==> src/rtl/core/thbp_pkg.sv <==
// Shared types, character constants and the break decision function for the Thai hint block.
package thbp_pkg;

   // TIS-620 character codes used by the decision rules.
   localparam logic [7:0] CH_CONS_KO    = 8'hA1;
   localparam logic [7:0] CH_RU         = 8'hC4;
   localparam logic [7:0] CH_LU         = 8'hC6;
   localparam logic [7:0] CH_CONS_WO    = 8'hC7;
   localparam logic [7:0] CH_CONS_O     = 8'hCD;
   localparam logic [7:0] CH_VOWEL_A    = 8'hD0;
   localparam logic [7:0] CH_HAN_MARK   = 8'hD1;
   localparam logic [7:0] CH_VOWEL_AA   = 8'hD2;
   localparam logic [7:0] CH_VOWEL_UEE  = 8'hD7;
   localparam logic [7:0] CH_LEAD_E     = 8'hE0;
   localparam logic [7:0] CH_LEAD_AE    = 8'hE1;
   localparam logic [7:0] CH_SHORT_MARK = 8'hE7;
   localparam logic [7:0] CH_SILENCER   = 8'hEC;

   // Lookahead window depth and default depth of the queue between front and back.
   localparam int WIN_DEPTH           = 5;
   localparam int QUEUE_DEPTH_DEFAULT = 4;

   typedef logic [WIN_DEPTH-1:0][7:0] window_type;

   // One input transaction as held in the queue.
   typedef struct packed {
      logic [7:0] ch;
      logic       last;
   } item_type;

   // Head of the queue as seen by the back end.
   typedef struct packed {
      logic     valid;
      item_type item;
   } qhead_type;

   // Outcome of deciding the oldest pending byte.
   typedef struct packed {
      logic       hint;
      logic [2:0] adv;
   } decide_type;

   function automatic logic is_cons(logic [7:0] c);
      return (c inside {[8'hA1:8'hCE]}) && (c != CH_RU) && (c != CH_LU);
   endfunction

   function automatic logic is_tone(logic [7:0] c);
      return c inside {[8'hE8:8'hEB]};
   endfunction

   function automatic logic is_upvowel(logic [7:0] c);
      return (c == CH_HAN_MARK) || (c inside {[8'hD4:8'hD7]});
   endfunction

   function automatic logic is_ldvowel(logic [7:0] c);
      return c inside {[8'hE0:8'hE4]};
   endfunction

   function automatic logic is_han_or_uee(logic [7:0] c);
      return (c == CH_HAN_MARK) || (c == CH_VOWEL_UEE);
   endfunction

   // Decide the oldest byte of the window; n is the number of known bytes (1 to 5).
   function automatic decide_type decide(window_type w, logic [2:0] n, logic [7:0] h0,
                                         logic [7:0] h1, logic [1:0] seen);
      decide_type r;
      logic [7:0] c;
      r.hint = 1'b0;
      r.adv  = 3'd1;
      c      = w[0];
      if (is_cons(c)) begin
         if (n > 3'd1 && w[1] == CH_SILENCER) begin
            r.adv = 3'd2;
         end else if (n > 3'd2 && w[2] == CH_SILENCER) begin
            r.adv = 3'd3;
         end else if (n > 3'd2 && c != CH_CONS_KO && w[1] == CH_SHORT_MARK &&
                      (w[2] == CH_CONS_O || w[2] == CH_CONS_WO)) begin
            r.hint = 1'b1;
            r.adv  = 3'd4;
         end else if ((seen >= 2'd1 && is_han_or_uee(h0)) ||
                      (seen >= 2'd2 && is_tone(h0) && is_han_or_uee(h1))) begin
            r.adv = 3'd1;
         end else begin
            r.hint = 1'b1;
         end
      end else if (c == CH_LEAD_E || c == CH_LEAD_AE) begin
         r.hint = 1'b1;
         if (n <= 3'd2) begin
            r.adv = 3'd2;
         end else if (w[2] == CH_SHORT_MARK) begin
            r.adv = 3'd4;
         end else if (is_upvowel(w[2])) begin
            r.adv = (n > 3'd3 && is_tone(w[3])) ? 3'd5 : 3'd4;
         end else if (n > 3'd4 &&
                      ((w[3] == CH_VOWEL_AA && w[4] == CH_VOWEL_A) ||
                       (w[2] != CH_CONS_KO && w[3] == CH_SHORT_MARK &&
                        w[4] != CH_CONS_O && w[4] != CH_CONS_WO))) begin
            r.adv = 3'd5;
         end else begin
            r.adv = 3'd2;
         end
      end else if (is_ldvowel(c)) begin
         r.hint = 1'b1;
         r.adv  = 3'd2;
      end else if (c == CH_RU || c == CH_LU) begin
         r.hint = 1'b1;
      end
      return r;
   endfunction

endpackage

==> src/rtl/core/thbp_queue.sv <==
// Front end: accepts input transactions into a short queue ahead of the back end.
module thbp_queue
   import thbp_pkg::*;
#(
   parameter int DEPTH = QUEUE_DEPTH_DEFAULT
) (
   input  logic      clock,
   input  logic      reset,
   input  logic      req_valid,
   output logic      req_ready,
   input  item_type  req_item,
   output qhead_type head,
   input  logic      pop
);

   localparam int PTR_W = (DEPTH > 1) ? $clog2(DEPTH) : 1;
   localparam int CNT_W = $clog2(DEPTH + 1);

   item_type           mem_ff [DEPTH];
   logic [PTR_W-1:0]   wr_ptr_ff, wr_ptr_in;
   logic [PTR_W-1:0]   rd_ptr_ff, rd_ptr_in;
   logic [CNT_W-1:0]   count_ff, count_in;
   logic               push;
   logic               do_pop;

   // Handshake on both sides of the queue.
   assign req_ready  = (count_ff != CNT_W'(DEPTH));
   assign push       = req_valid && req_ready;
   assign head.valid = (count_ff != '0);
   assign head.item  = mem_ff[rd_ptr_ff];
   assign do_pop     = pop && head.valid;

   // Pointer and occupancy update.
   always_comb begin
      wr_ptr_in = wr_ptr_ff;
      rd_ptr_in = rd_ptr_ff;
      count_in  = count_ff;
      if (push) begin
         wr_ptr_in = (wr_ptr_ff == PTR_W'(DEPTH - 1)) ? '0 : wr_ptr_ff + 1'b1;
      end
      if (do_pop) begin
         rd_ptr_in = (rd_ptr_ff == PTR_W'(DEPTH - 1)) ? '0 : rd_ptr_ff + 1'b1;
      end
      if (push && !do_pop) begin
         count_in = count_ff + 1'b1;
      end else if (!push && do_pop) begin
         count_in = count_ff - 1'b1;
      end
   end

   always_ff @(posedge clock) begin
      if (reset) begin
         wr_ptr_ff <= '0;
         rd_ptr_ff <= '0;
         count_ff  <= '0;
      end else begin
         wr_ptr_ff <= wr_ptr_in;
         rd_ptr_ff <= rd_ptr_in;
         count_ff  <= count_in;
      end
   end

   // Queue storage.
   always_ff @(posedge clock) begin
      if (push) begin
         mem_ff[wr_ptr_ff] <= req_item;
      end
   end

   // The back end never pops an empty queue.
   assert property (@(posedge clock) disable iff (reset) pop |-> head.valid)
      else $error("pop from empty queue");

   // Occupancy never exceeds the depth.
   assert property (@(posedge clock) disable iff (reset) count_ff <= CNT_W'(DEPTH))
      else $error("queue count overflow");

   // A push into a non-full queue without a pop raises the count by one.
   assert property (@(posedge clock) disable iff (reset)
                    (push && !do_pop) |=> (count_ff == $past(count_ff) + 1'b1))
      else $error("queue count did not follow a push");

endmodule

==> src/rtl/core/thbp_back.sv <==
// Back end: lookahead window, skip counter, break decision and result register.
module thbp_back
   import thbp_pkg::*;
(
   input  logic      clock,
   input  logic      reset,
   input  qhead_type head,
   output logic      pop,
   output logic      rsp_valid,
   input  logic      rsp_ready,
   output logic      rsp_hint,
   output logic      rsp_out_last
);

   window_type  win_ff, win_in;
   logic [2:0]  fill_ff, fill_in;
   logic [7:0]  hist0_ff, hist0_in;
   logic [7:0]  hist1_ff, hist1_in;
   logic [1:0]  seen_ff, seen_in;
   logic [2:0]  skip_ff, skip_in;
   logic        flushing_ff, flushing_in;
   logic        valid_ff, valid_in;
   logic        hint_ff, hint_in;
   logic        olast_ff, olast_in;

   window_type  step_w;
   logic [2:0]  step_n;
   logic        step_last;
   logic        out_free;
   logic        need_emit;
   logic        emit;
   decide_type  dec;

   assign out_free = !valid_ff || rsp_ready;

   // Window seen by this step: either the pending window during a flush, or with the head byte appended.
   always_comb begin
      step_w = win_ff;
      if (flushing_ff) begin
         step_n    = fill_ff;
         step_last = 1'b1;
      end else begin
         for (int i = 0; i < WIN_DEPTH; i++) begin
            if (fill_ff == 3'(i)) begin
               step_w[i] = head.item.ch;
            end
         end
         step_n    = fill_ff + 3'd1;
         step_last = head.item.last;
      end
   end

   // Step control: a result is produced once the window is full or at the end of a string.
   always_comb begin
      need_emit = (step_n == 3'(WIN_DEPTH)) || step_last;
      if (flushing_ff) begin
         emit = out_free;
         pop  = 1'b0;
      end else begin
         emit = head.valid && need_emit && out_free;
         pop  = head.valid && (!need_emit || out_free);
      end
   end

   assign dec = decide(step_w, step_n, hist0_ff, hist1_ff, seen_ff);

   // Next state of the window, history, skip counter and result register.
   always_comb begin
      win_in      = win_ff;
      fill_in     = fill_ff;
      hist0_in    = hist0_ff;
      hist1_in    = hist1_ff;
      seen_in     = seen_ff;
      skip_in     = skip_ff;
      flushing_in = flushing_ff;
      valid_in    = valid_ff && !rsp_ready;
      hint_in     = hint_ff;
      olast_in    = olast_ff;
      if (emit) begin
         valid_in = 1'b1;
         olast_in = step_last && (step_n == 3'd1);
         if (skip_ff != 3'd0) begin
            hint_in = 1'b0;
            skip_in = skip_ff - 3'd1;
         end else begin
            hint_in = dec.hint;
            skip_in = dec.adv - 3'd1;
         end
         hist1_in = hist0_ff;
         hist0_in = step_w[0];
         if (seen_ff != 2'd2) begin
            seen_in = seen_ff + 2'd1;
         end
         for (int i = 0; i < WIN_DEPTH - 1; i++) begin
            win_in[i] = step_w[i+1];
         end
         win_in[WIN_DEPTH-1] = 8'h00;
         fill_in     = step_n - 3'd1;
         flushing_in = step_last && (step_n != 3'd1);
         // End of string: return to the start-of-string state.
         if (step_last && step_n == 3'd1) begin
            win_in   = '0;
            fill_in  = 3'd0;
            hist0_in = 8'h00;
            hist1_in = 8'h00;
            seen_in  = 2'd0;
            skip_in  = 3'd0;
         end
      end else if (pop) begin
         win_in  = step_w;
         fill_in = step_n;
      end
   end

   // Control and window registers.
   always_ff @(posedge clock) begin
      if (reset) begin
         win_ff      <= '0;
         fill_ff     <= 3'd0;
         hist0_ff    <= 8'h00;
         hist1_ff    <= 8'h00;
         seen_ff     <= 2'd0;
         skip_ff     <= 3'd0;
         flushing_ff <= 1'b0;
         valid_ff    <= 1'b0;
      end else begin
         win_ff      <= win_in;
         fill_ff     <= fill_in;
         hist0_ff    <= hist0_in;
         hist1_ff    <= hist1_in;
         seen_ff     <= seen_in;
         skip_ff     <= skip_in;
         flushing_ff <= flushing_in;
         valid_ff    <= valid_in;
      end
   end

   // Result payload.
   always_ff @(posedge clock) begin
      hint_ff  <= hint_in;
      olast_ff <= olast_in;
   end

   assign rsp_valid    = valid_ff;
   assign rsp_hint     = hint_ff;
   assign rsp_out_last = olast_ff;

   // At rest the window holds at most four bytes; a full window is always decided at once.
   assert property (@(posedge clock) disable iff (reset) fill_ff < 3'(WIN_DEPTH))
      else $error("window fill out of range");

   // A flush is only in progress while bytes remain pending.
   assert property (@(posedge clock) disable iff (reset) flushing_ff |-> (fill_ff != 3'd0))
      else $error("flush with empty window");

   // The skip counter never covers more than four positions.
   assert property (@(posedge clock) disable iff (reset) skip_ff <= 3'd4)
      else $error("skip counter out of range");

   // A produced result is presented on the next cycle.
   assert property (@(posedge clock) disable iff (reset) emit |=> valid_ff)
      else $error("result lost");

endmodule

==> src/rtl/core/thai_break_position_hints_top.sv <==
// A byte's hint is decided as the fourth following byte is taken and is presented in the
// cycle after; tail hints follow the final byte one per cycle while the receiver is ready
// (up to five results). Throughput: one byte per cycle while the queue has room; one
// decision unit in the back end gives at most one hint per cycle, so after a string's
// final byte it takes none while it flushes, and the queue absorbs input until it fills.
// Reset is synchronous and active high; it empties the queue, clears the window, history,
// skip counter and result valid flag, and the next byte starts a new string.
module thai_break_position_hints_top
   import thbp_pkg::*;
#(
   parameter int QUEUE_DEPTH = QUEUE_DEPTH_DEFAULT
) (
   input  logic       clock,
   input  logic       reset,
   input  logic       req_valid,
   output logic       req_ready,
   input  logic [7:0] req_ch,
   input  logic       req_last,
   output logic       rsp_valid,
   input  logic       rsp_ready,
   output logic       rsp_hint,
   output logic       rsp_out_last
);

   item_type  req_item;
   qhead_type head;
   logic      pop;

   assign req_item.ch   = req_ch;
   assign req_item.last = req_last;

   // Front end: transaction intake queue.
   thbp_queue #(
      .DEPTH(QUEUE_DEPTH)
   ) u_queue (
      .clock     (clock),
      .reset     (reset),
      .req_valid (req_valid),
      .req_ready (req_ready),
      .req_item  (req_item),
      .head      (head),
      .pop       (pop)
   );

   // Back end: window, decision and result register.
   thbp_back u_back (
      .clock        (clock),
      .reset        (reset),
      .head         (head),
      .pop          (pop),
      .rsp_valid    (rsp_valid),
      .rsp_ready    (rsp_ready),
      .rsp_hint     (rsp_hint),
      .rsp_out_last (rsp_out_last)
   );

endmodule

==> config.mk <==
export PLATFORM = sky130hd
export DESIGN_NAME = thai_break_position_hints_top
export DESIGN_NICKNAME = d
export VERILOG_FILES = /design/src/rtl/core/thbp_pkg.sv /design/src/rtl/core/thbp_queue.sv /design/src/rtl/core/thbp_back.sv /design/src/rtl/core/thai_break_position_hints_top.sv
export SDC_FILE = /design/constraint.sdc
export NUM_CORES = 1
export LEC_CHECK = 0
export BUFFER_PORTS_ARGS = -buffer_cell sky130_fd_sc_hd__buf_2
export CAP_MARGIN = 40
export CORE_ASPECT_RATIO = 1.75
export CORE_MARGIN = 5
export CORE_UTILIZATION = 55
export CTS_CLUSTER_DIAMETER = 40
export DETAILED_ROUTE_END_ITERATION = 16
export PLACE_DENSITY = 0.81
export SLEW_MARGIN = 20
export SYNTH_ARGS = -nofsm -noshare
export SYNTH_HDL_FRONTEND = slang
export SYNTH_HIERARCHICAL = 1
export SYNTH_SLANG_ARGS = --single-unit
export TNS_END_PERCENT = 30
==> constraint.sdc <==
create_clock -name clock -period 5.88 [get_ports clock]
set_input_delay 1.176 -clock clock [delete_from_list [all_inputs] [get_ports clock]]
set_output_delay 1.176 -clock clock [all_outputs]
set_load 0.02 [all_outputs]
==> results by group <==
Outcome
  • Outcome: finished clean

Logic synthesis
  • Most numerous cell in the Yosys netlist: nand2_1
  • Syn nets: 721
  • Top_reg_cell synth: dfxtp_1
  • Ys async rst share: 0%
  • Number of synthesized flops with an enable pin: 38
  • Yosys reg bits: ~110
  • YS warnings: 6
  • Sequential area share after synthesis: 41.6%
  • Post-synth top cells: nand2_1, dfxtp_1, nor2_1, a21oi_1, mux2i_1
  • Synth cell types: 71
  • Post-synth top area cell: dfxtp_1
  • Top post-synthesis cells by area: dfxtp_1, edfxtp_1, mux2i_1
  • Top-area cell type share of the netlist area: a little under a quarter
  • Syn Area/Cell: 9.22 um2
  • Post-Synthesis Cells: between 600 and 700
  • Post-Syn Area: between 0.006 and 0.007 mm2

Routing
  • DR pass1 iterations: 5
  • First DRT Iteration DRCs: roughly 530
  • Routed WL: 16.7 mm
  • Vias: roughly 5500
  • Vias per inst: approximately 6.6
  • Post-route ant nets: 0
  • DRC viols: 0
  • Avg WL per Cell: a little over 20 um

Floorplanning
  • Initial Utilization: between 50% and 60%
  • Die width: 91.2 um
  • Ports: 17
  • Die ar.: around 0.014 mm2
  • Die Span Y: 152 um
  • Row Count: 52
  • Core area: around 0.011 mm2

Cells and area
  • Post-route cell area: between 0.007 and 0.008 mm2
  • Share of post-route cells with drive strength above 1: between 10% and 20%
  • Final nets: around 720
  • Area Overhead vs Synth: 11.8%
  • Fin cells: about 830
  • Antenna fix cells: 0

Clock network
  • # clock sinks: ~110
  • Clock-pin slew on the worst setup and hold paths: ~0.050 ns
  • CTS Hold Bufs: 0
  • CTS tree: yes
  • Clock Path Buffers: 2
  • H-tree depth: 4
  • Post-CTS setup buffer count: 0
  • Skew-Pair Late Insertion Delay: between 0.4 and 0.5 ns
  • # resized after CTS: 0
  • Total CTS buffers: 17
  • CTS root buf: clkbuf_16

Timing
  • Worst slew pin tran: ~0.85 ns
  • Max_slew headroom: a little over two fifths
  • RSZ-0062 raised after global routing: no
  • Fin. Hold Viols: 0
  • Max Clk Rate: approximately 230 MHz
  • Layout Skew: 0.00624 ns
  • Min Clock Period, post-route: 4.41 ns
  • Count of pins over their slew limit: 0
  • Setup total negative slack: 0 ns
  • Crit share post-route: 74.9%
  • Final Setup Violations: 0

Placed design
  • Post-DP Area: 0.00649 mm2
  • Post-DP HPWL: 11.4 mm
  • DP Cell Count: between 700 and 800
  • Routability cong.: around 0.94
  • Port-buffer cells: 16

Setup path
  • Crit path DAT: 4.68 ns
  • Path type of the worst setup path: flip-flop to flip-flop
  • Worst setup EP type: flip-flop
  • CP max FO: 18
  • Worst EP required: 6.15 ns
  • Startpoint types: flip-flop
  • R2R Setup Slk: ~1.5 ns

Pwr
  • Power per Cell Area: between 500 and 600 mW/mm2
  • Max rail drop VDD: ~0.00036 V
  • Leakage: ~2.8 nW
  • Power Total: a little under 0.004 W

Global routing
  • Largest net degree at the start of global routing: 73
  • Total track usage: about a quarter
  • Initial antenna violation count: 0
  • Vias in the first global route: between 5000 and 6000
  • GR Overflow Total: 0
  • First-pass GRT wire length: roughly 27 mm

Run
  • Max-cap violations: 0

Hold path
  • Tightest Hold Check Type: flip-flop to flip-flop
## per-layer routing
layer | up-vias | global-route usage (%) | part of all wire [%] | wire [um]
met5 | - | 0 | 0 | 0
met4 | 0 | 17.4 | 6.5 | 1080
met3 | 79 | 3.06 | 4.7 | 782
met2 | 247 | 43.7 | 54 | 9000
met1 | 2648 | 24.9 | 35 | 5860
li1 | 2540 | - | - | -
## power by group
group	switching (W)	internal (W)	total (W)	leakage, nW
combinational	0.00110	0.000613	0.00171	1.50
clock	0.000352	0.000697	0.00105	0.295
sequential	0.000198	0.000996	0.00119	0.963
total	0.00165	0.00231	0.00395	2.76
## placed cells by master, fill, tap and decap left out, drive strengths merged, types with 7 or more instances in the layout
master / n
nor4b: 7
and3: 7
nor3b: 7
mux2i: 50
dfxtp: 75
nand4: 12
nor3: 16
nand2: 77
o21ai: 22
ha: 18
a211oi: 31
a22o: 8
clkbuf: 21
nor2: 71
inv: 16
or3: 10
nor2b: 7
buf: 26
nand3: 12
a21oi: 50
mux4: 9
edfxtp: 38
## per-stage QoR
step           hold slack (ns)  setup WS, ns  util, %
6_report                 0.483          1.47     62.0
5_1_grt                  0.502          1.24     62.0
4_1_cts                  0.489          1.50     62.0
3_5_place_dp             0.474          1.53     56.7
3_3_place_gp             0.454          1.66     56.3
2_1_floorplan            0.440          2.12        -
## flip-flops by register name, summed over array words and instances (netlist names), named ones only
| register | flops |
|---|---|
| u_back/rsp_hint | 1 |
| u_back/rsp_valid | 1 |
| u_queue/rd_ptr_ff | 2 |
| u_back/win_ff | 40 |
| u_back/hist0_ff | 8 |
| u_back/seen_ff | 2 |
| u_back/skip_ff | 3 |
| u_queue/count_ff | 3 |
| u_back/flushing_ff | 1 |
| u_queue/wr_ptr_ff | 2 |
| u_back/rsp_out_last | 1 |
| u_queue/mem_ff | 36 |
| u_back/fill_ff | 3 |
| u_back/hist1_ff | 8 |
## worst max-delay path: stages (launching register included)
cell and delay [ns]:
dfxtp_1 0.70, mux4_2 0.79, or4_1 0.60, or4_1 0.42
a211o_1 0.36, nor3_2 0.25, nand3_1 0.10, a211oi_1 0.33
nor2_1 0.10, ha_1 0.23, nor3b_1 0.14, o21ai_0 0.10
o311ai_1 0.12
## cell type report
cell class	instances	area, um2
fillers	915	4350
multi-input cells	510	3460
flip-flops and latches	113	2640
clock buffers	21	472
well taps	135	169
repair buffers	26	165
clock inverters	11	134
inverters	16	60.1
## final timing paths
kind | startpoint | end | cells past startpoint
worst max-delay path | flip-flop | u_back/skip_ff[2] | 12
worst min-delay path | u_back/hist1_ff[0] | u_back/hist1_ff[0] | 1
worst max register to register | flip-flop | u_back/skip_ff[2] | 12
worst min register to register | u_back/hist1_ff[0] | u_back/hist1_ff[0] | 1
## cells by family after synthesis
| logic type | Yosys count | synth area share [%] |
|---|---|---|
| xor+xnor | 8 | 1.10 |
| buf+inv | 66 | 4.06 |
| flops | 113 | 41.6 |
| mux | 65 | 12.1 |
| compound gates | 149 | 15.3 |
| fa+ha+maj | 19 | 3.86 |
| simple gates | 269 | 21.9 |
Power figures use the tool's default switching activity.
